[src/design/wsp_pkg.sv]
// Shared types, codes and the base64 lookup for the WebSocket frame parser.
// No dependencies; used by every module of the block.
`default_nettype none
package wsp_pkg;

  localparam logic [7:0] FRAME_OPEN  = 8'h00;
  localparam logic [7:0] FRAME_CLOSE = 8'hff;
  localparam logic [7:0] PAD_CHAR    = 8'h3d;

  typedef enum logic [2:0] {
    KIND_DATA     = 3'd0,
    KIND_END      = 3'd1,
    KIND_CLOSE    = 3'd2,
    KIND_BADSTART = 3'd3,
    KIND_LONG     = 3'd4,
    KIND_BAD64    = 3'd5
  } kind_t;

  typedef enum logic {
    CFG_FRAME_MODE  = 1'b0,
    CFG_MAX_PAYLOAD = 1'b1
  } cfg_idx_t;

  typedef struct packed {
    logic [7:0] data;
    kind_t      kind;
  } item_t;

  typedef struct packed {
    logic [1:0]      cnt;
    item_t [2:0]     items;
  } cmd_t;

  typedef struct packed {
    logic       bad;
    logic       pad;
    logic [5:0] val;
  } b64_t;

  function automatic b64_t b64_decode(input logic [7:0] c);
    b64_t r;
    r = '{bad: 1'b0, pad: 1'b0, val: 6'd0};
    if (c >= 8'h41 && c <= 8'h5a) begin
      r.val = 6'(c - 8'h41);
    end else if (c >= 8'h61 && c <= 8'h7a) begin
      r.val = 6'(c - 8'h61 + 8'd26);
    end else if (c >= 8'h30 && c <= 8'h39) begin
      r.val = 6'(c - 8'h30 + 8'd52);
    end else if (c == 8'h2b) begin
      r.val = 6'd62;
    end else if (c == 8'h2f) begin
      r.val = 6'd63;
    end else if (c == PAD_CHAR) begin
      r.pad = 1'b1;
    end else begin
      r.bad = 1'b1;
    end
    return r;
  endfunction

endpackage
`default_nettype wire

[src/design/websocket_ietf00_frame_parser_top.sv]
// Top level of the WebSocket (0x00 ... 0xff framing) deframer.
// Depends on wsp_pkg, wsp_front, wsp_queue and wsp_back.
//
// Usage: received bytes enter on in_valid/in_ready/in_byte, one transaction
// per byte. Each byte yields zero to three result transactions on
// out_valid/out_ready with out_byte, out_kind and out_last; out_last marks
// the final result caused by one input byte.
// Configuration writes use cfg_valid/cfg_ready with cfg_index (0 frame
// mode, 1 payload limit) and cfg_data; cfg_ready is always high and writes
// should be issued only while no results are outstanding.
// Each accepted byte's command is registered in the command queue and then
// loaded into the output sequencer, which presents its first result.
// Throughput: one byte per cycle, limited by one result per cycle on the
// output channel; a byte giving three results occupies the output until all
// three are taken; the queue of QUEUE_DEPTH commands absorbs the difference.
// When the receiver stalls, the queue fills and in_ready drops.
// After a close or an error the block ignores every byte until reset, but
// still delivers results already queued. Reset clears all state and the
// configuration returns to text mode with a limit of 65536 bytes.
`default_nettype none
module websocket_ietf00_frame_parser_top #(
  parameter int QUEUE_DEPTH = 4
) (
  input  wire logic        clk,
  input  wire logic        rst_n,
  input  wire logic        in_valid,
  output logic             in_ready,
  input  wire logic [7:0]  in_byte,
  output logic             out_valid,
  input  wire logic        out_ready,
  output logic [7:0]       out_byte,
  output logic [2:0]       out_kind,
  output logic             out_last,
  input  wire logic        cfg_valid,
  output logic             cfg_ready,
  input  wire logic        cfg_index,
  input  wire logic [23:0] cfg_data
);

  logic          q_full, q_valid, q_pop, push;
  wsp_pkg::cmd_t push_cmd, q_cmd;

  assign in_ready  = !q_full;
  assign cfg_ready = 1'b1;

  wsp_front u_front (
    .clk      (clk),
    .rst_n    (rst_n),
    .accept   (in_valid && in_ready),
    .in_byte  (in_byte),
    .cfg_we   (cfg_valid && cfg_ready),
    .cfg_index(cfg_index),
    .cfg_data (cfg_data),
    .push     (push),
    .push_cmd (push_cmd)
  );

  wsp_queue #(.DEPTH(QUEUE_DEPTH)) u_queue (
    .clk      (clk),
    .rst_n    (rst_n),
    .push     (push),
    .push_cmd (push_cmd),
    .full     (q_full),
    .pop      (q_pop),
    .pop_valid(q_valid),
    .pop_cmd  (q_cmd)
  );

  wsp_back u_back (
    .clk      (clk),
    .rst_n    (rst_n),
    .q_valid  (q_valid),
    .q_cmd    (q_cmd),
    .q_pop    (q_pop),
    .out_valid(out_valid),
    .out_ready(out_ready),
    .out_byte (out_byte),
    .out_kind (out_kind),
    .out_last (out_last)
  );

endmodule
`default_nettype wire

[src/design/wsp_front.sv]
// Front end: accepts bytes, tracks framing and base64 state, and builds one
// result command per byte. Depends on wsp_pkg.
`default_nettype none
module wsp_front (
  input  wire logic          clk,
  input  wire logic          rst_n,
  input  wire logic          accept,
  input  wire logic [7:0]    in_byte,
  input  wire logic          cfg_we,
  input  wire logic          cfg_index,
  input  wire logic [23:0]   cfg_data,
  output logic               push,
  output wsp_pkg::cmd_t      push_cmd
);

  typedef enum logic [1:0] {
    PH_IDLE  = 2'd0,
    PH_FRAME = 2'd1,
    PH_HALT  = 2'd2
  } phase_t;

  phase_t        phase_r, phase_nxt;
  logic          mode_r;
  logic [23:0]   max_r;
  logic [24:0]   len_r, len_nxt, len_inc;
  logic [17:0]   gb_r, gb_nxt;
  logic [1:0]    gc_r, gc_nxt;
  logic [1:0]    pc_r, pc_nxt;
  wsp_pkg::cmd_t cmd;
  wsp_pkg::b64_t dec;
  logic          fail;
  wsp_pkg::kind_t fail_kind;

  assign len_inc = len_r + 25'd1;
  assign dec     = wsp_pkg::b64_decode(in_byte);

  always_comb begin
    phase_nxt = phase_r;
    len_nxt   = len_r;
    gb_nxt    = gb_r;
    gc_nxt    = gc_r;
    pc_nxt    = pc_r;
    fail      = 1'b0;
    fail_kind = wsp_pkg::KIND_BAD64;
    cmd       = '0;
    case (phase_r)
      PH_IDLE: begin
        if (in_byte == wsp_pkg::FRAME_OPEN) begin
          phase_nxt = PH_FRAME;
          len_nxt   = '0;
          gb_nxt    = '0;
          gc_nxt    = '0;
          pc_nxt    = '0;
        end else begin
          fail      = 1'b1;
          fail_kind = (in_byte == wsp_pkg::FRAME_CLOSE) ? wsp_pkg::KIND_CLOSE
                                                        : wsp_pkg::KIND_BADSTART;
        end
      end
      PH_FRAME: begin
        if (in_byte == wsp_pkg::FRAME_CLOSE) begin
          if (mode_r && pc_r == 2'd0 && gc_r == 2'd1) begin
            fail = 1'b1;
          end else begin
            if (mode_r && (gc_r == 2'd2 || (gc_r == 2'd3 && pc_r == 2'd1))) begin
              cmd.items[0] = '{data: gb_r[11:4], kind: wsp_pkg::KIND_DATA};
              cmd.items[1] = '{data: 8'd0, kind: wsp_pkg::KIND_END};
              cmd.cnt      = 2'd2;
            end else if (mode_r && gc_r == 2'd3) begin
              cmd.items[0] = '{data: gb_r[17:10], kind: wsp_pkg::KIND_DATA};
              cmd.items[1] = '{data: gb_r[9:2], kind: wsp_pkg::KIND_DATA};
              cmd.items[2] = '{data: 8'd0, kind: wsp_pkg::KIND_END};
              cmd.cnt      = 2'd3;
            end else begin
              cmd.items[0] = '{data: 8'd0, kind: wsp_pkg::KIND_END};
              cmd.cnt      = 2'd1;
            end
            phase_nxt = PH_IDLE;
            len_nxt   = '0;
            gb_nxt    = '0;
            gc_nxt    = '0;
            pc_nxt    = '0;
          end
        end else begin
          len_nxt = len_inc;
          if (len_inc > {1'b0, max_r}) begin
            fail      = 1'b1;
            fail_kind = wsp_pkg::KIND_LONG;
          end else if (!mode_r) begin
            cmd.items[0] = '{data: in_byte, kind: wsp_pkg::KIND_DATA};
            cmd.cnt      = 2'd1;
          end else if (dec.bad) begin
            fail = 1'b1;
          end else if (dec.pad) begin
            if (pc_r == 2'd0 && gc_r == 2'd2) begin
              gc_nxt = 2'd3;
              pc_nxt = 2'd1;
            end else if (pc_r == 2'd0 && gc_r == 2'd3) begin
              cmd.items[0] = '{data: gb_r[17:10], kind: wsp_pkg::KIND_DATA};
              cmd.items[1] = '{data: gb_r[9:2], kind: wsp_pkg::KIND_DATA};
              cmd.cnt      = 2'd2;
              gb_nxt       = '0;
              gc_nxt       = 2'd0;
              pc_nxt       = 2'd1;
            end else if (pc_r == 2'd1 && gc_r == 2'd3) begin
              cmd.items[0] = '{data: gb_r[11:4], kind: wsp_pkg::KIND_DATA};
              cmd.cnt      = 2'd1;
              gb_nxt       = '0;
              gc_nxt       = 2'd0;
              pc_nxt       = 2'd2;
            end else begin
              fail = 1'b1;
            end
          end else if (pc_r != 2'd0) begin
            fail = 1'b1;
          end else if (gc_r == 2'd3) begin
            cmd.items[0] = '{data: gb_r[17:10], kind: wsp_pkg::KIND_DATA};
            cmd.items[1] = '{data: {gb_r[9:2]}, kind: wsp_pkg::KIND_DATA};
            cmd.items[2] = '{data: {gb_r[1:0], dec.val}, kind: wsp_pkg::KIND_DATA};
            cmd.cnt      = 2'd3;
            gb_nxt       = '0;
            gc_nxt       = 2'd0;
          end else begin
            gb_nxt = {gb_r[11:0], dec.val};
            gc_nxt = gc_r + 2'd1;
          end
        end
      end
      default: begin
      end
    endcase
    if (fail) begin
      phase_nxt    = PH_HALT;
      cmd          = '0;
      cmd.items[0] = '{data: 8'd0, kind: fail_kind};
      cmd.cnt      = 2'd1;
    end
  end

  assign push     = accept && (cmd.cnt != 2'd0);
  assign push_cmd = cmd;

  always_ff @(posedge clk) begin
    if (!rst_n) begin
      phase_r <= PH_IDLE;
      mode_r  <= 1'b0;
      max_r   <= 24'd65536;
      len_r   <= '0;
      gb_r    <= '0;
      gc_r    <= '0;
      pc_r    <= '0;
    end else begin
      if (accept) begin
        phase_r <= phase_nxt;
        len_r   <= len_nxt;
        gb_r    <= gb_nxt;
        gc_r    <= gc_nxt;
        pc_r    <= pc_nxt;
      end
      if (cfg_we) begin
        case (cfg_index)
          wsp_pkg::CFG_FRAME_MODE:  mode_r <= cfg_data[0];
          wsp_pkg::CFG_MAX_PAYLOAD: max_r  <= cfg_data;
          default: begin
          end
        endcase
      end
    end
  end

endmodule
`default_nettype wire

[src/design/wsp_queue.sv]
// Short command queue between the front end and the output sequencer.
// Depends on wsp_pkg for the command type.
`default_nettype none
module wsp_queue #(
  parameter int DEPTH = 4
) (
  input  wire logic          clk,
  input  wire logic          rst_n,
  input  wire logic          push,
  input  wire wsp_pkg::cmd_t push_cmd,
  output logic               full,
  input  wire logic          pop,
  output logic               pop_valid,
  output wsp_pkg::cmd_t      pop_cmd
);

  localparam int PW = $clog2(DEPTH);
  localparam int CW = $clog2(DEPTH + 1);
  localparam logic [PW-1:0] LAST_PTR = PW'(DEPTH - 1);
  localparam logic [CW-1:0] FULL_CNT = CW'(DEPTH);

  wsp_pkg::cmd_t   slots_r [DEPTH];
  logic [PW-1:0]   wr_r, rd_r;
  logic [CW-1:0]   cnt_r;
  logic            do_pop;

  assign full      = (cnt_r == FULL_CNT);
  assign pop_valid = (cnt_r != '0);
  assign pop_cmd   = slots_r[rd_r];
  assign do_pop    = pop && pop_valid;

  always_ff @(posedge clk) begin
    if (push) begin
      slots_r[wr_r] <= push_cmd;
    end
  end

  always_ff @(posedge clk) begin
    if (!rst_n) begin
      wr_r  <= '0;
      rd_r  <= '0;
      cnt_r <= '0;
    end else begin
      if (push) begin
        wr_r <= (wr_r == LAST_PTR) ? '0 : wr_r + PW'(1);
      end
      if (do_pop) begin
        rd_r <= (rd_r == LAST_PTR) ? '0 : rd_r + PW'(1);
      end
      if (push && !do_pop) begin
        cnt_r <= cnt_r + CW'(1);
      end else if (do_pop && !push) begin
        cnt_r <= cnt_r - CW'(1);
      end
    end
  end

endmodule
`default_nettype wire

[src/design/wsp_back.sv]
// Output sequencer: holds one command and presents its result items one per
// cycle on the output channel while out_ready is high. Depends on wsp_pkg.
`default_nettype none
module wsp_back (
  input  wire logic          clk,
  input  wire logic          rst_n,
  input  wire logic          q_valid,
  input  wire wsp_pkg::cmd_t q_cmd,
  output logic               q_pop,
  output logic               out_valid,
  input  wire logic          out_ready,
  output logic [7:0]         out_byte,
  output logic [2:0]         out_kind,
  output logic               out_last
);

  wsp_pkg::cmd_t cmd_r;
  logic [1:0]    idx_r;
  logic          busy_r;
  logic          take, done;
  wsp_pkg::item_t cur;

  assign cur       = cmd_r.items[idx_r];
  assign out_valid = busy_r;
  assign out_byte  = cur.data;
  assign out_kind  = cur.kind;
  assign out_last  = (idx_r == cmd_r.cnt - 2'd1);
  assign take      = busy_r && out_ready;
  assign done      = take && out_last;
  assign q_pop     = q_valid && (!busy_r || done);

  always_ff @(posedge clk) begin
    if (q_pop) begin
      cmd_r <= q_cmd;
    end
  end

  always_ff @(posedge clk) begin
    if (!rst_n) begin
      busy_r <= 1'b0;
      idx_r  <= 2'd0;
    end else if (q_pop) begin
      busy_r <= 1'b1;
      idx_r  <= 2'd0;
    end else if (done) begin
      busy_r <= 1'b0;
      idx_r  <= 2'd0;
    end else if (take) begin
      idx_r <= idx_r + 2'd1;
    end
  end

endmodule
`default_nettype wire

[config.mk]
export PLATFORM = sky130hd
export DESIGN_NAME = websocket_ietf00_frame_parser_top
export DESIGN_NICKNAME = d
export VERILOG_FILES = /design/src/design/wsp_pkg.sv /design/src/design/websocket_ietf00_frame_parser_top.sv /design/src/design/wsp_front.sv /design/src/design/wsp_queue.sv /design/src/design/wsp_back.sv
export SDC_FILE = /design/constraint.sdc
export NUM_CORES = 1
export LEC_CHECK = 0
export BUFFER_PORTS_ARGS = -buffer_cell sky130_fd_sc_hd__buf_2
export CORE_MARGIN = 2
export CORE_UTILIZATION = 60
export CTS_CLUSTER_DIAMETER = 200
export CTS_CLUSTER_SIZE = 25
export DETAILED_ROUTE_END_ITERATION = 10
export PLACE_DENSITY_LB_ADDON = 0.08
export SETUP_SLACK_MARGIN = 0.02
export SLEW_MARGIN = 20
export SYNTH_ARGS = -nofsm -noshare
export SYNTH_HDL_FRONTEND = slang
export SYNTH_SLANG_ARGS = --single-unit
[constraint.sdc]
create_clock -name clk -period 9.7 [get_ports clk]
set_input_delay 0.485 -clock clk [delete_from_list [all_inputs] [get_ports clk]]
set_output_delay 0.485 -clock clk [all_outputs]
set_load 0.05 [all_outputs]
Word level (Yosys, flattened, before mapping)
Memories as Yosys holds them, arrays and structs flattened. A register that Yosys moved wholly into a read port is not among the register bits. Cells that the tools add are included. W data, S select, Z words.

Output and inout bits: 15. Flip-flop bits (word level): 84. Memories kept: 1. Memory bits (writable): 140.

Add/sub/neg operators: 13. Mux-type cells: 109. Reductions and logical operators: 42. Magnitude comparators: 8. Equality and inequality tests: 27. Bitwise operators: 2.

Memories: u_queue.slots_r (depth 4, bits a word 35, read ports 1, clocked after Yosys merged registers in 1, write ports 1, line wsp_queue.sv:22) `wsp_pkg::cmd_t slots_r [DEPTH];`.

Operator list (count): $mux W35 (8); $mux W18 (12); $mux W11 (8); $mux W22 (4); $mux W25 (3); $mux W2 (36); $pmux W25 S2 (1); $pmux W18 S2 (1); $mux W6 (5); $add A25 B1 Y25 const B (1); $gt A25 B24 Y1 (1); $eq A8 B6 Y1 const B (3); $bmux W11 S2 (1); $mux W1 (20); $logic_and A1 B1 Y1 (18); $reduce_and A9 Y1 (2); $ge A8 B7 Y1 const B (2); $le A8 B7 Y1 const B (2); $mux W12 (1); $mux W3 (4); $ne A3 B1 Y1 const B (4); $pmux W2 S2 (3); $sub A6 B6 Y6 const B (2); $reduce_and A10 Y1 (1); other kinds (36) (58).

Logic depth before layout (Yosys ltp)
Gate-level depths: netlist of run 1.

Word-level depth: 21. Depth in mapped cells: 19. Depth with buffers taken out: 19.

By module
Synthesis of run 1 repeated with hierarchy kept, for this count alone.

Cell total of the unflattened synthesis: 1050. Area, all modules: 12413.2 um2.

Modules (own cells, without submodules): wsp_queue (area each 5561.6 um2, instances 1, cells an instance 229); wsp_front (area each 5345.1 um2, instances 1, cells an instance 720); wsp_back (area each 1485.2 um2, instances 1, cells an instance 97); websocket_ietf00_frame_parser_top (area each 21.3 um2, instances 1, cells an instance 4).

Least setup slack after synthesis of run 1
OpenSTA, ideal clock, no wires.

Path kind: reg-to-reg. Start point: register u_front.len_r[0]. End point: register u_queue.cnt_r[2]. Arrival time: 5046 ps. Setup slack: 4579 ps. Data required time: 9624 ps. Path buffers: 0. Cell stages (with the launch flop): 20. Path through: dfxtp_1 > ha_1 > nand3_1 > nor4_1 > nand4_1 > nor3_1 > xor2_1 > ha_1 > a21o_1 > a21o_1 > a221oi_1 > a21oi_1 > o31a_1 > a31oi_4 > ha_1 > inv_1 > fa_1 > xor2_1 > or3_1 > a21boi_0.

Longest elaborated chain between the ends: 11. Elaborated cells between the ends (all ways): 16. Those cells by class: add/sub (1); order compare (1); mux (8); reduce/logical (6).

Ends and longest elaborated chain: start: declaration (line wsp_front.sv:25) `logic [24:0] len_r, len_nxt, len_inc;`; start signal: assignment (line wsp_front.sv:155) `len_r <= len_nxt;`; $add A25 B1 Y25 (*) (line wsp_front.sv:34) `assign len_inc = len_r + 25'd1;`; $gt A25 B24 Y1 (*) (line wsp_front.sv:86) `if (len_inc > {1'b0, max_r}) begin`; $mux W1 / $mux W35 (equally long branches) (line wsp_front.sv:86); $mux W1 / $mux W35 (equally long branches) (line wsp_front.sv:61) `if (in_byte == wsp_pkg::FRAME_CLOSE) begin`; $pmux W1 S2 / $mux W35 (equally long branches) (line wsp_front.sv:46) `case (phase_r)`; $mux W35 (*) (line wsp_front.sv:132) `if (fail) begin`; $reduce_bool A2 Y1 (*) (line wsp_front.sv:140) `assign push = accept && (cmd.cnt != 2'd0);`; $logic_and A1 B1 Y1 (*) (line wsp_front.sv:140); named net push (line websocket_ietf00_frame_parser_top.sv:40) `logic q_full, q_valid, q_pop, push;`; $logic_not A1 Y1 (line wsp_queue.sv:52) `end else if (do_pop && !push) begin`; $logic_and A1 B1 Y1 (line wsp_queue.sv:52); $reduce_bool A2 Y1 (no source line); end signal: assignment (line wsp_queue.sv:51) `cnt_r <= cnt_r + CW'(1);`; end signal: assignment (line wsp_queue.sv:53) `cnt_r <= cnt_r - CW'(1);`; end: declaration (line wsp_queue.sv:24) `logic [CW-1:0] cnt_r;`.

Mark *: on every way through the listed nets, which the timed path passes. The rest lies on a longest branch. A chain may end at the register's enable or synchronous reset.

Worst setup path after layout of run 1
Same ends and word-level chain as after synthesis.

==> results_dict.tcl, run 1 <==
set metrics [dict create \
    outcome "complete, no violations" \
    syn2layout_area_growth_pct 7.202 \
    p_int_w 0.001730 \
    drt_wl_total_um 24600 \
    grt_start_max_net_pins 89 \
    synth_cell_types 84 \
    ys_warn_count 0 \
    path_max_fanout 10 \
    start_util_pct 61.08 \
    path_class "flip-flop to flip-flop" \
    clk_pin_slew_ns 0.11 \
    fp.coreArea_um2 19400 \
    fill_cells 1564 \
    grt_overflow 0 \
    clock_sinks 239 \
    grt_use_met2_pct 37.22 \
    ys_seq_area_share_pct 53.47 \
    min_period_over_period_pct 61.79 \
    die_h_um 144.5 \
    ir_drop_uv 131.8 \
    drive_gt1_share_pct 12.44 \
    final_nets 1161 \
    postCtsHoldBufs 0 \
    crit_path_end_kind "flip-flop" \
    grt_pass1_vias 7342 \
    grtUsageMet1_pct 37.96 \
    postPlaceCellArea_um2 12330 \
    synth_area_um2 11850 \
    cts_setup_buffers 0 \
    layout_commonest_cell "edfxtp_1" \
    layout_min_cycle_time_ns 5.994 \
    utilization_pct 65.48 \
    drt_iter0_markers 603 \
    worstMarginPinSlew_ns 1.020 \
    die_area_um2 20890 \
    ys_ff_latch 239 \
    pin_count 53 \
    leakage_nw 4.440 \
    cp-start-kind "flip-flop" \
    dp_hpwl_um 16780 \
    relSlewSlack_pct 31.45 \
    p_per_area_nw_per_um2 194.0 \
    p_sw_w 0.0007340 \
    synth.avg_cell_area_um2 11.31 \
    syn_nets 1130 \
    track_usage_pct 24.22 \
    seqPwrFrac_pct 52.5 \
    cts_resized 0 \
    top_usage_layer "met1" \
    layout_common_cells "155 x edfxtp_1, 140 x nand2_1, 83 x dfxtp_1" \
    io_buffers 51 \
    syn_inst 1048 \
    fmax_ghz 0.1668 \
    rsz0062_at_grt "no" \
    cts_buffer_depth 3 \
    cts_root_buf "clkbuf_16" \
    stdcell_area_um2 12700 \
    hold_violations 0 \
    grt_pass1_wl_um 39420 \
    antenna_cells 0 \
    firstDrtPassIters 5 \
    async_flop_share_pct 0 \
    cap_violations 0 \
    antenna_left 0 \
    post_drt_wl_per_cell_um 18.22 \
    worstPathRequired_ns 10.10 \
    hold_class "primary input to flip-flop" \
    cts_made_buffers 13 \
    cts_tree "done" \
    route.detailed.drc 0 \
    cp.arrival_ns 6.39 \
    clkLatencyLatePin_ns 0.48 \
    h-tree-depth 1 \
    drv_slew 0 \
    gp_congestion 0.8431 \
    core.rowCount 51 \
    vias 7980 \
    vias_per_cell 5.911 \
    switching_share_pct 29.78 \
    clockPowerShare_pct 23.1 \
    synth_ff_type "edfxtp_1" \
    finClkSkew_ns 0.02431 \
    setup_viol 0 \
    fin_setup_tns_ns 0 \
    synth_edf_count 155 \
    comb_power_share_pct 24.5 \
    grt_util_met3_pct 2.748 \
    die_w_um 144.5 \
    antenna_found_initial 0 \
]
==> metal layers <==
| layer | vias to the layer above | share of wire, % |
|---|---|---|
| met1 | 3841 | 48 |
| met2 | 220 | 45 |
| met4 | 0 | 1.2 |
| met5 | - | 0 |
| li1 | 3893 | - |
| met3 | 26 | 5.5 |
==> power groups by stage <==
stage               Clock (W)  Combinational [W]  Sequential, W
floorplan                   0           0.000467        0.00131
global placement            0           0.000603        0.00131
detailed placement          0           0.000611        0.00132
CTS                  0.000581           0.000615        0.00129
global route         0.000614           0.000663        0.00131
finish               0.000569           0.000603        0.00129
==> cell usage after synthesis (10+ instances only) <==
cell type  instances  share of area (%)
edfxtp_1         155                 39
mux4_2            31                5.9
a21oi_1           38                1.6
clkbuf_1          34                1.1
a21boi_0          33                2.1
nand3_1           15               0.63
nand2_1          140                4.4
dfxtp_1           84                 14
xnor2_1           20                1.5
inv_1             56                1.8
o21ai_0           51                2.2
nor2b_1           20                1.1
nand4_1           19                1.0
a22oi_1           10               0.63
ha_1              43                4.5
nor2_1            54                1.7
and2_1            15               0.79
mux2i_1           34                2.9
o21a_1            12               0.76
nor3_1            29                1.2
==> final timing paths <==
check                           depth (start not counted)  slack (ns)                end              from
worst max register to register                         19        3.71   u_queue.cnt_r[2]  u_front.len_r[0]
worst max-delay path                                   19        3.71   u_queue.cnt_r[2]  u_front.len_r[0]
worst min-delay path                                    3        0.22  u_front.max_r[16]      cfg_data[16]
worst min register to register                          2        0.47   u_front.max_r[1]  u_front.max_r[1]
==> metrics by stage <==
step	std cells	hold WS (ns)	power (W)	worst slack (ns)
4_1_cts	1350	0.2123	0.002491	3.702
3_3_place_gp	1329	0.4546	0.001913	4.004
3_5_place_dp	1329	0.4595	0.001927	3.722
5_1_grt	1350	0.2337	0.002583	3.046
6_report	1350	0.2232	0.002464	3.706
2_1_floorplan	1048	0.4435	0.001774	4.579
==> logic make-up after synthesis <==
group	after synthesis	share of synthesized area, %
adders and majority gates	44	4.710
other	1	0.03165
DFF	239	53.47
buffers and inverters	105	3.611
xor gates and xnor gates	29	2.144
AOI/OAI and AO/OA	207	12.24
muxes	66	8.860
and+or+nand+nor	357	14.93
==> cell type report <==
type                            count  area [µm²]  area share [%]
Clock buffer                       19       347.8           2.738
Clock inverter                      2       25.02          0.1970
Inverter                           56       210.2           1.655
Multi-Input combinational cell    704        5090           40.07
Sequential cell                   239        6337           49.89
Tap cell                          265       331.6           2.610
Timing Repair Buffer               65       360.3           2.837
==> worst max-delay path: stages (launching register included) <==
cell and delay (ns):
dfxtp_1 0.42, ha_1 0.26, nand3_1 0.24, nor4_1 0.84, nand4_1 0.35, nor3_1 0.42
xor2_1 0.12, ha_1 0.31, nand3_1 0.13, nor3_1 0.21, a221oi_1 0.11, a21oi_1 0.68
o31ai_4 0.21, a31oi_4 0.29, ha_1 0.24, inv_1 0.06, fa_1 0.37, xor2_1 0.17
or3_1 0.30, a21boi_0 0.18
==> registers in the layout (all words and copies together), names as in the netlist <==
name,cells
u_queue.cnt_r,3
u_back.out_valid,1
u_back.idx_r,2
u_queue.wr_r,2
u_queue.slots_r,124
u_back.cmd_r,31
u_queue.rd_r,2
u_front.max_r,24
u_front.phase_r,2
u_front.mode_r,1
u_front.len_r,25
u_front.pc_r,2
u_front.gc_r,2
u_front.gb_r,18
Power figures use the tool's default switching activity.
==> run 2, diff against run 1 <==
Clock period 9.7 ns to 5.68 ns, I/O delays scaled along.
==> run 2 against run 1 <==
Sequential power grew 71%; worst hold slack lost 0.20 ns; global-route usage fell by 0.075 points; register-to-register slack lost 3.3 ns; sequential share of layout area is 0.18 points lower; critical path type unchanged; largest cell class unchanged.
==> results_dict.tcl, run 2 (synthesized netlist as in run 1, its figures left out) <==
set metrics [dict create \
    outcome "complete, no violations" \
    track_usage_pct 24.15 \
    setup_viol 0 \
    layout_min_cycle_time_ns 5.286 \
    route.detailed.drc 0 \
    fill_cells 1566 \
    crit_path_end_kind "flip-flop" \
    path_class "flip-flop to flip-flop" \
    vias_per_cell 5.917 \
    fp.coreArea_um2 19400 \
    hold_violations 0 \
    min_period_over_period_pct 93.07 \
    antenna_found_initial 0 \
    top_register "u_queue.slots_r" \
    hold_class "primary input to flip-flop" \
    drive_gt1_share_pct 12.96 \
    die_area_um2 20890 \
    start_util_pct 61.08 \
    path_max_fanout 9 \
    drv_slew 0 \
    fmax_ghz 0.1892 \
    io_buffers 51 \
    grt_overflow 0 \
    reg_top3 "u_queue.slots_r: 124 flops, u_back.cmd_r: 31 flops, u_front.len_r: 25 flops" \
    firstDrtPassIters 6 \
    relSlewSlack_pct 29.55 \
    hold_ws_ns 0.02695 \
    p_per_area_nw_per_um2 330.4 \
    grt_pass1_vias 7421 \
    post_drt_wl_per_cell_um 18.12 \
    antenna_left 0 \
    clock_sinks 239 \
    gp_congestion 0.8976 \
    clk_pin_slew_ns 0.10 \
    grt_start_max_net_pins 89 \
    h-tree-depth 1 \
    fin_setup_tns_ns 0 \
    p_int_w 0.002956 \
    die_w_um 144.5 \
    comb_power_share_pct 24.4 \
    grt_pass1_wl_um 39390 \
    cts_root_buf "clkbuf_16" \
    dp_hpwl_um 16670 \
    cts_setup_buffers 0 \
    cts_tree "done" \
    finClkSkew_ns 0.02905 \
    die_h_um 144.5 \
    ir_drop_uv 213.8 \
    rsz0062_at_grt "no" \
    layout_commonest_cell "edfxtp_1" \
    pin_count 53 \
    core.rowCount 51 \
    worstMarginPinSlew_ns 1.049 \
    p_sw_w 0.001255 \
    postCtsHoldBufs 0 \
    worstPathRequired_ns 6.08 \
    drt_iter0_markers 691 \
    cts_buffer_depth 3 \
    switching_share_pct 29.80 \
    vias 8006 \
    cts_resized 0 \
    final_nets 1163 \
    cp.arrival_ns 5.69 \
    drt_wl_total_um 24510 \
    clkLatencyLatePin_ns 0.49 \
    antenna_cells 0 \
    syn2layout_area_growth_pct 7.593 \
    cp-start-kind "flip-flop" \
    clockPowerShare_pct 23.2 \
    seqPwrFrac_pct 52.4 \
    cts_made_buffers 13 \
    layout_common_cells "155 x edfxtp_1, 140 x nand2_1, 83 x dfxtp_1" \
    cap_violations 0 \
    largest_register_ffs 124 \
    leakage_nw 4.455 \
]
[run 2: power groups by stage]
stage	sequential [W]	clock (W)	combinational, W
6_report	0.00221	0.000976	0.00103
5_1_grt	0.00223	0.00106	0.00112
3_3_place_gp	0.00224	0	0.00103
4_1_cts	0.00221	0.00100	0.00104
2_1_floorplan	0.00223	0	0.000797
3_5_place_dp	0.00225	0	0.00104
[run 2: critical path, cell delays in order (launching register included)]
cell	delay, ns
dfxtp_1	0.42
ha_1	0.25
nand3_1	0.14
buf_4	0.18
nor2_1	0.31
nand4_1	0.31
nor2_2	0.22
xor2_1	0.09
ha_1	0.32
nand4_1	0.21
nor4_2	0.36
a21bo_2	0.29
o211ai_4	0.31
o31ai_4	0.17
a31oi_4	0.30
ha_1	0.25
inv_1	0.06
fa_1	0.37
xor2_1	0.18
or3_1	0.30
a21boi_0	0.16
[run 2: final cells by class]
class | count | area, µm² | share of cell area, %
multi-input cells | 704 | 5117 | 40.14
repair buffers | 67 | 375.4 | 2.944
flip-flops and latches | 239 | 6337 | 49.71
clock inverters | 2 | 25.02 | 0.1963
clock buffers | 20 | 351.6 | 2.758
well taps | 265 | 331.6 | 2.601
inverters | 56 | 210.2 | 1.649
[run 2: final timing paths]
kind                                     endpoint  slack [ns]  depth (start not counted)              from
worst max register to register   u_queue.cnt_r[2]        0.39                         20  u_front.len_r[0]
worst min-delay path            u_front.max_r[16]        0.03                          3      cfg_data[16]
worst max-delay path             u_queue.cnt_r[2]        0.39                         20  u_front.len_r[0]
worst min register to register   u_front.max_r[8]        0.47                          2  u_front.max_r[8]
[run 2: routing by layer]
metal / track usage [%] / part of all wire [%] / vias to the layer above
li1: - / - / 3907
met1: 37.13 / 47 / 3810
met2: 37.89 / 45 / 265
met3: 2.781 / 6.4 / 24
met4: 4.037 / 1.1 / 0
met5: 0 / 0 / -
[run 2: metrics by stage]
step                power, W  std cells  utilization [%]  instance area (µm²)  worst slack (ns)
finish              0.004212       1353            65.72                12750            0.3939
global route        0.004415       1353            65.72                12750           0.04262
CTS                 0.004255       1353            65.62                12730            0.3467
detailed placement  0.003290       1331            63.67                12350            0.3697
global placement    0.003267       1331            63.64                12340            0.4970
floorplan           0.003030       1048                -                11850            0.5589
==> run 3, diff against run 2 <==
Settings changed: CTS_CLUSTER_DIAMETER 200 to 30, PLACE_DENSITY set to 0.78, PLACE_DENSITY_LB_ADDON 0.08 to unset.
==> run 3 against run 2 <==
Sequential power barely moved; combinational power barely moved; wire length rose by 8.3%; non-clock buffer count rose by 2; first-iteration DRC count rose by 13%; critical path depth fell by 1; sequential share of layout area fell by 3.6 points; cell count rose by 3.9%; clock power rose by 150%; register-to-register slack improved by 0.04 ns; die area did not move; worst hold slack improved by 0.0044 ns; critical path type unchanged; critical endpoint unchanged; largest power group is now the clock network; highest routed layer unchanged.
==> results_dict.tcl, run 3 (synthesized netlist as in run 1, its figures left out) <==
set metrics [dict create \
    h-tree-depth 2 \
    relSlewSlack_pct 27.55 \
    drv_slew 0 \
    vias_per_cell 6.027 \
    grt_overflow 0 \
    reg_top3 "u_queue.slots_r: 124 flops, u_back.cmd_r: 31 flops, u_front.len_r: 25 flops" \
    fmax_ghz 0.1906 \
    largest_register_ffs 124 \
    drt_iter0_markers 782 \
    route.detailed.drc 0 \
    syn2layout_area_growth_pct 16.10 \
    vias 8474 \
    path_depth 19 \
    drive_gt1_share_pct 16.91 \
    cp-start-kind "flip-flop" \
    setup_viol 0 \
    core.rowCount 51 \
    die_w_um 144.5 \
    cap_violations 0 \
    dp_hpwl_um 16910 \
    r2r_end "u_queue.cnt_r[2]" \
    r2r_cells 19 \
    clk_pin_slew_ns 0.05 \
    cts_buffer_depth 3 \
    outcome "complete, no violations" \
    firstDrtPassIters 5 \
    ir_drop_uv 247.9 \
    antenna_left 0 \
    layout_common_cells "155 x edfxtp_1, 140 x nand2_1, 83 x dfxtp_1" \
    crit_chain "nand4_1 -> nor3_1 -> buf_4 -> nand4_1 -> or4_1 -> xnor2_1 -> ha_1 -> nand3_1 -> nor4_1 -> a21bo_2 -> o211ai_4 -> o31ai_4 -> a31oi_4 -> ha_1 -> inv_1 -> fa_1 -> xor2_1 -> or3_1 -> a21boi_0" \
    slowest_delay_ns 0.55 \
    final_nets 1192 \
    top_register "u_queue.slots_r" \
    finClkSkew_ns 0.03229 \
    worstPathRequired_ns 6.10 \
    layout_min_cycle_time_ns 5.247 \
    io_buffers 51 \
    cpMaxStageDelayCell "or4_1" \
    cp.arrival_ns 5.66 \
    crit_path_end_kind "flip-flop" \
    grt_start_max_net_pins 88 \
    crit_end "u_queue.cnt_r[2]" \
    antenna_cells 0 \
    leakage_nw 4.945 \
    hold_violations 0 \
    clkLatencyLatePin_ns 0.52 \
    antenna_found_initial 0 \
    cts_tree "done" \
    utilization_pct 70.92 \
    cts_root_buf "clkbuf_16" \
    hold_ws_ns 0.03133 \
    track_usage_pct 26.17 \
    crit_start "u_front.len_r[4]" \
    die_h_um 144.5 \
    grt_pass1_wl_um 42390 \
    die_area_um2 20890 \
    rsz0062_at_grt "no" \
    clock_sinks 239 \
    drt_wl_total_um 26540 \
    fp.coreArea_um2 19400 \
    pin_count 53 \
    start_util_pct 61.08 \
    path_delay_family "simple AND/OR/NAND/NOR gates" \
    path_class "flip-flop to flip-flop" \
    post_drt_wl_per_cell_um 18.87 \
    cp_num_buf_inv 2 \
    min_period_over_period_pct 92.38 \
    rrSetupSlack_ns 0.43 \
    cts_made_buffers 40 \
    hold_class "primary input to flip-flop" \
    fin_setup_tns_ns 0 \
    gp_congestion 0.8894 \
    p_per_area_nw_per_um2 415.6 \
    worstMarginPinSlew_ns 1.078 \
    r2r_start "u_front.len_r[4]" \
    path_max_fanout 9 \
    layout_commonest_cell "edfxtp_1" \
    grt_pass1_vias 8177 \
]
==> run 3: changes by cell type in the layout (fill, tap and decap cells not counted), moves of 2 or more <==
cell,previous run,this run
nor4_2,3,1
clkbuf_16,13,41
clkinvlp_4,0,4
clkbuf_1,7,5
nor4_1,6,8
clkinv_2,0,2
bufinv_16,0,5
inv_8,0,3
clkinv_4,0,6
inv_6,1,6
==> run 3: repair_timing <==
item                                    in CTS  in global routing
hold buffers                                 1                  0
hold endpoints to repair                     1                  0
buffers inserted                             0                  1
gates resized for setup                      0                  3
endpoints found under the setup margin       0                  1
==> run 3: worst min path at each step <==
| stage | endpoint | startpoint | depth (start not counted) | slack, ns |
|---|---|---|---|---|
| 5_1_grt | u_front.max_r[13] | cfg_data[13] | 3 | 0.04 |
| 2_1_floorplan | u_front.max_r[16] | cfg_data[16] | 2 | 0.42 |
| 3_3_place_gp | u_front.max_r[17] | u_front.max_r[17] | 2 | 0.45 |
| 6_report | u_front.max_r[19] | cfg_data[19] | 3 | 0.03 |
| 4_1_cts | u_front.max_r[19] | cfg_data[19] | 3 | 0.02 |
| 3_5_place_dp | u_front.max_r[4] | u_front.max_r[4] | 2 | 0.46 |
==> run 3: where the power goes <==
group	internal (W)	total, W	switching, W
Combinational	0.000385	0.00106	0.000675
Sequential	0.00214	0.00222	0.0000826
Clock	0.00157	0.00243	0.000860
==> run 3: cell type report <==
cell class	instances	area, µm²
flip-flops and latches	239	6337
fillers	1363	5642
multi-input cells	704	5107
clock buffers	46	1045
repair buffers	69	392.9
clock inverters	27	332.8
well taps	265	331.6
inverters	56	210.2
==> run 3: worst register-to-register path: cells and delay by family (launching register included) <==
family	cells	cell delay, ns
AND/OR/NAND/NOR	7	1.94
adder cells (fa/ha/maj)	3	0.93
buffers and inverters	2	0.24
AO/OA/AOI/OAI	5	1.29
flip-flops	1	0.41
XOR/XNOR	2	0.36
==> run 3: per-stage QoR <==
step / instances / cell area (µm²) / worst slack (ns) / total power [W]
4_1_cts: 1405 / 13740 / 0.2093 / 0.005764
3_5_place_dp: 1331 / 12350 / 0.3100 / 0.003300
5_1_grt: 1406 / 13760 / 0.03596 / 0.005941
2_1_floorplan: 1048 / 11850 / 0.5589 / 0.003030
3_3_place_gp: 1331 / 12340 / 0.5864 / 0.003264
6_report: 1406 / 13760 / 0.4330 / 0.005717
==> run 3: per-layer routing <==
layer | vias to the layer above | global-route usage, % | wire, µm
met5 | - | 0 | 0
met4 | 0 | 7.001 | 508
met3 | 43 | 5.828 | 1988
met2 | 333 | 42.01 | 12580
met1 | 4116 | 36.30 | 11470
li1 | 3982 | - | -
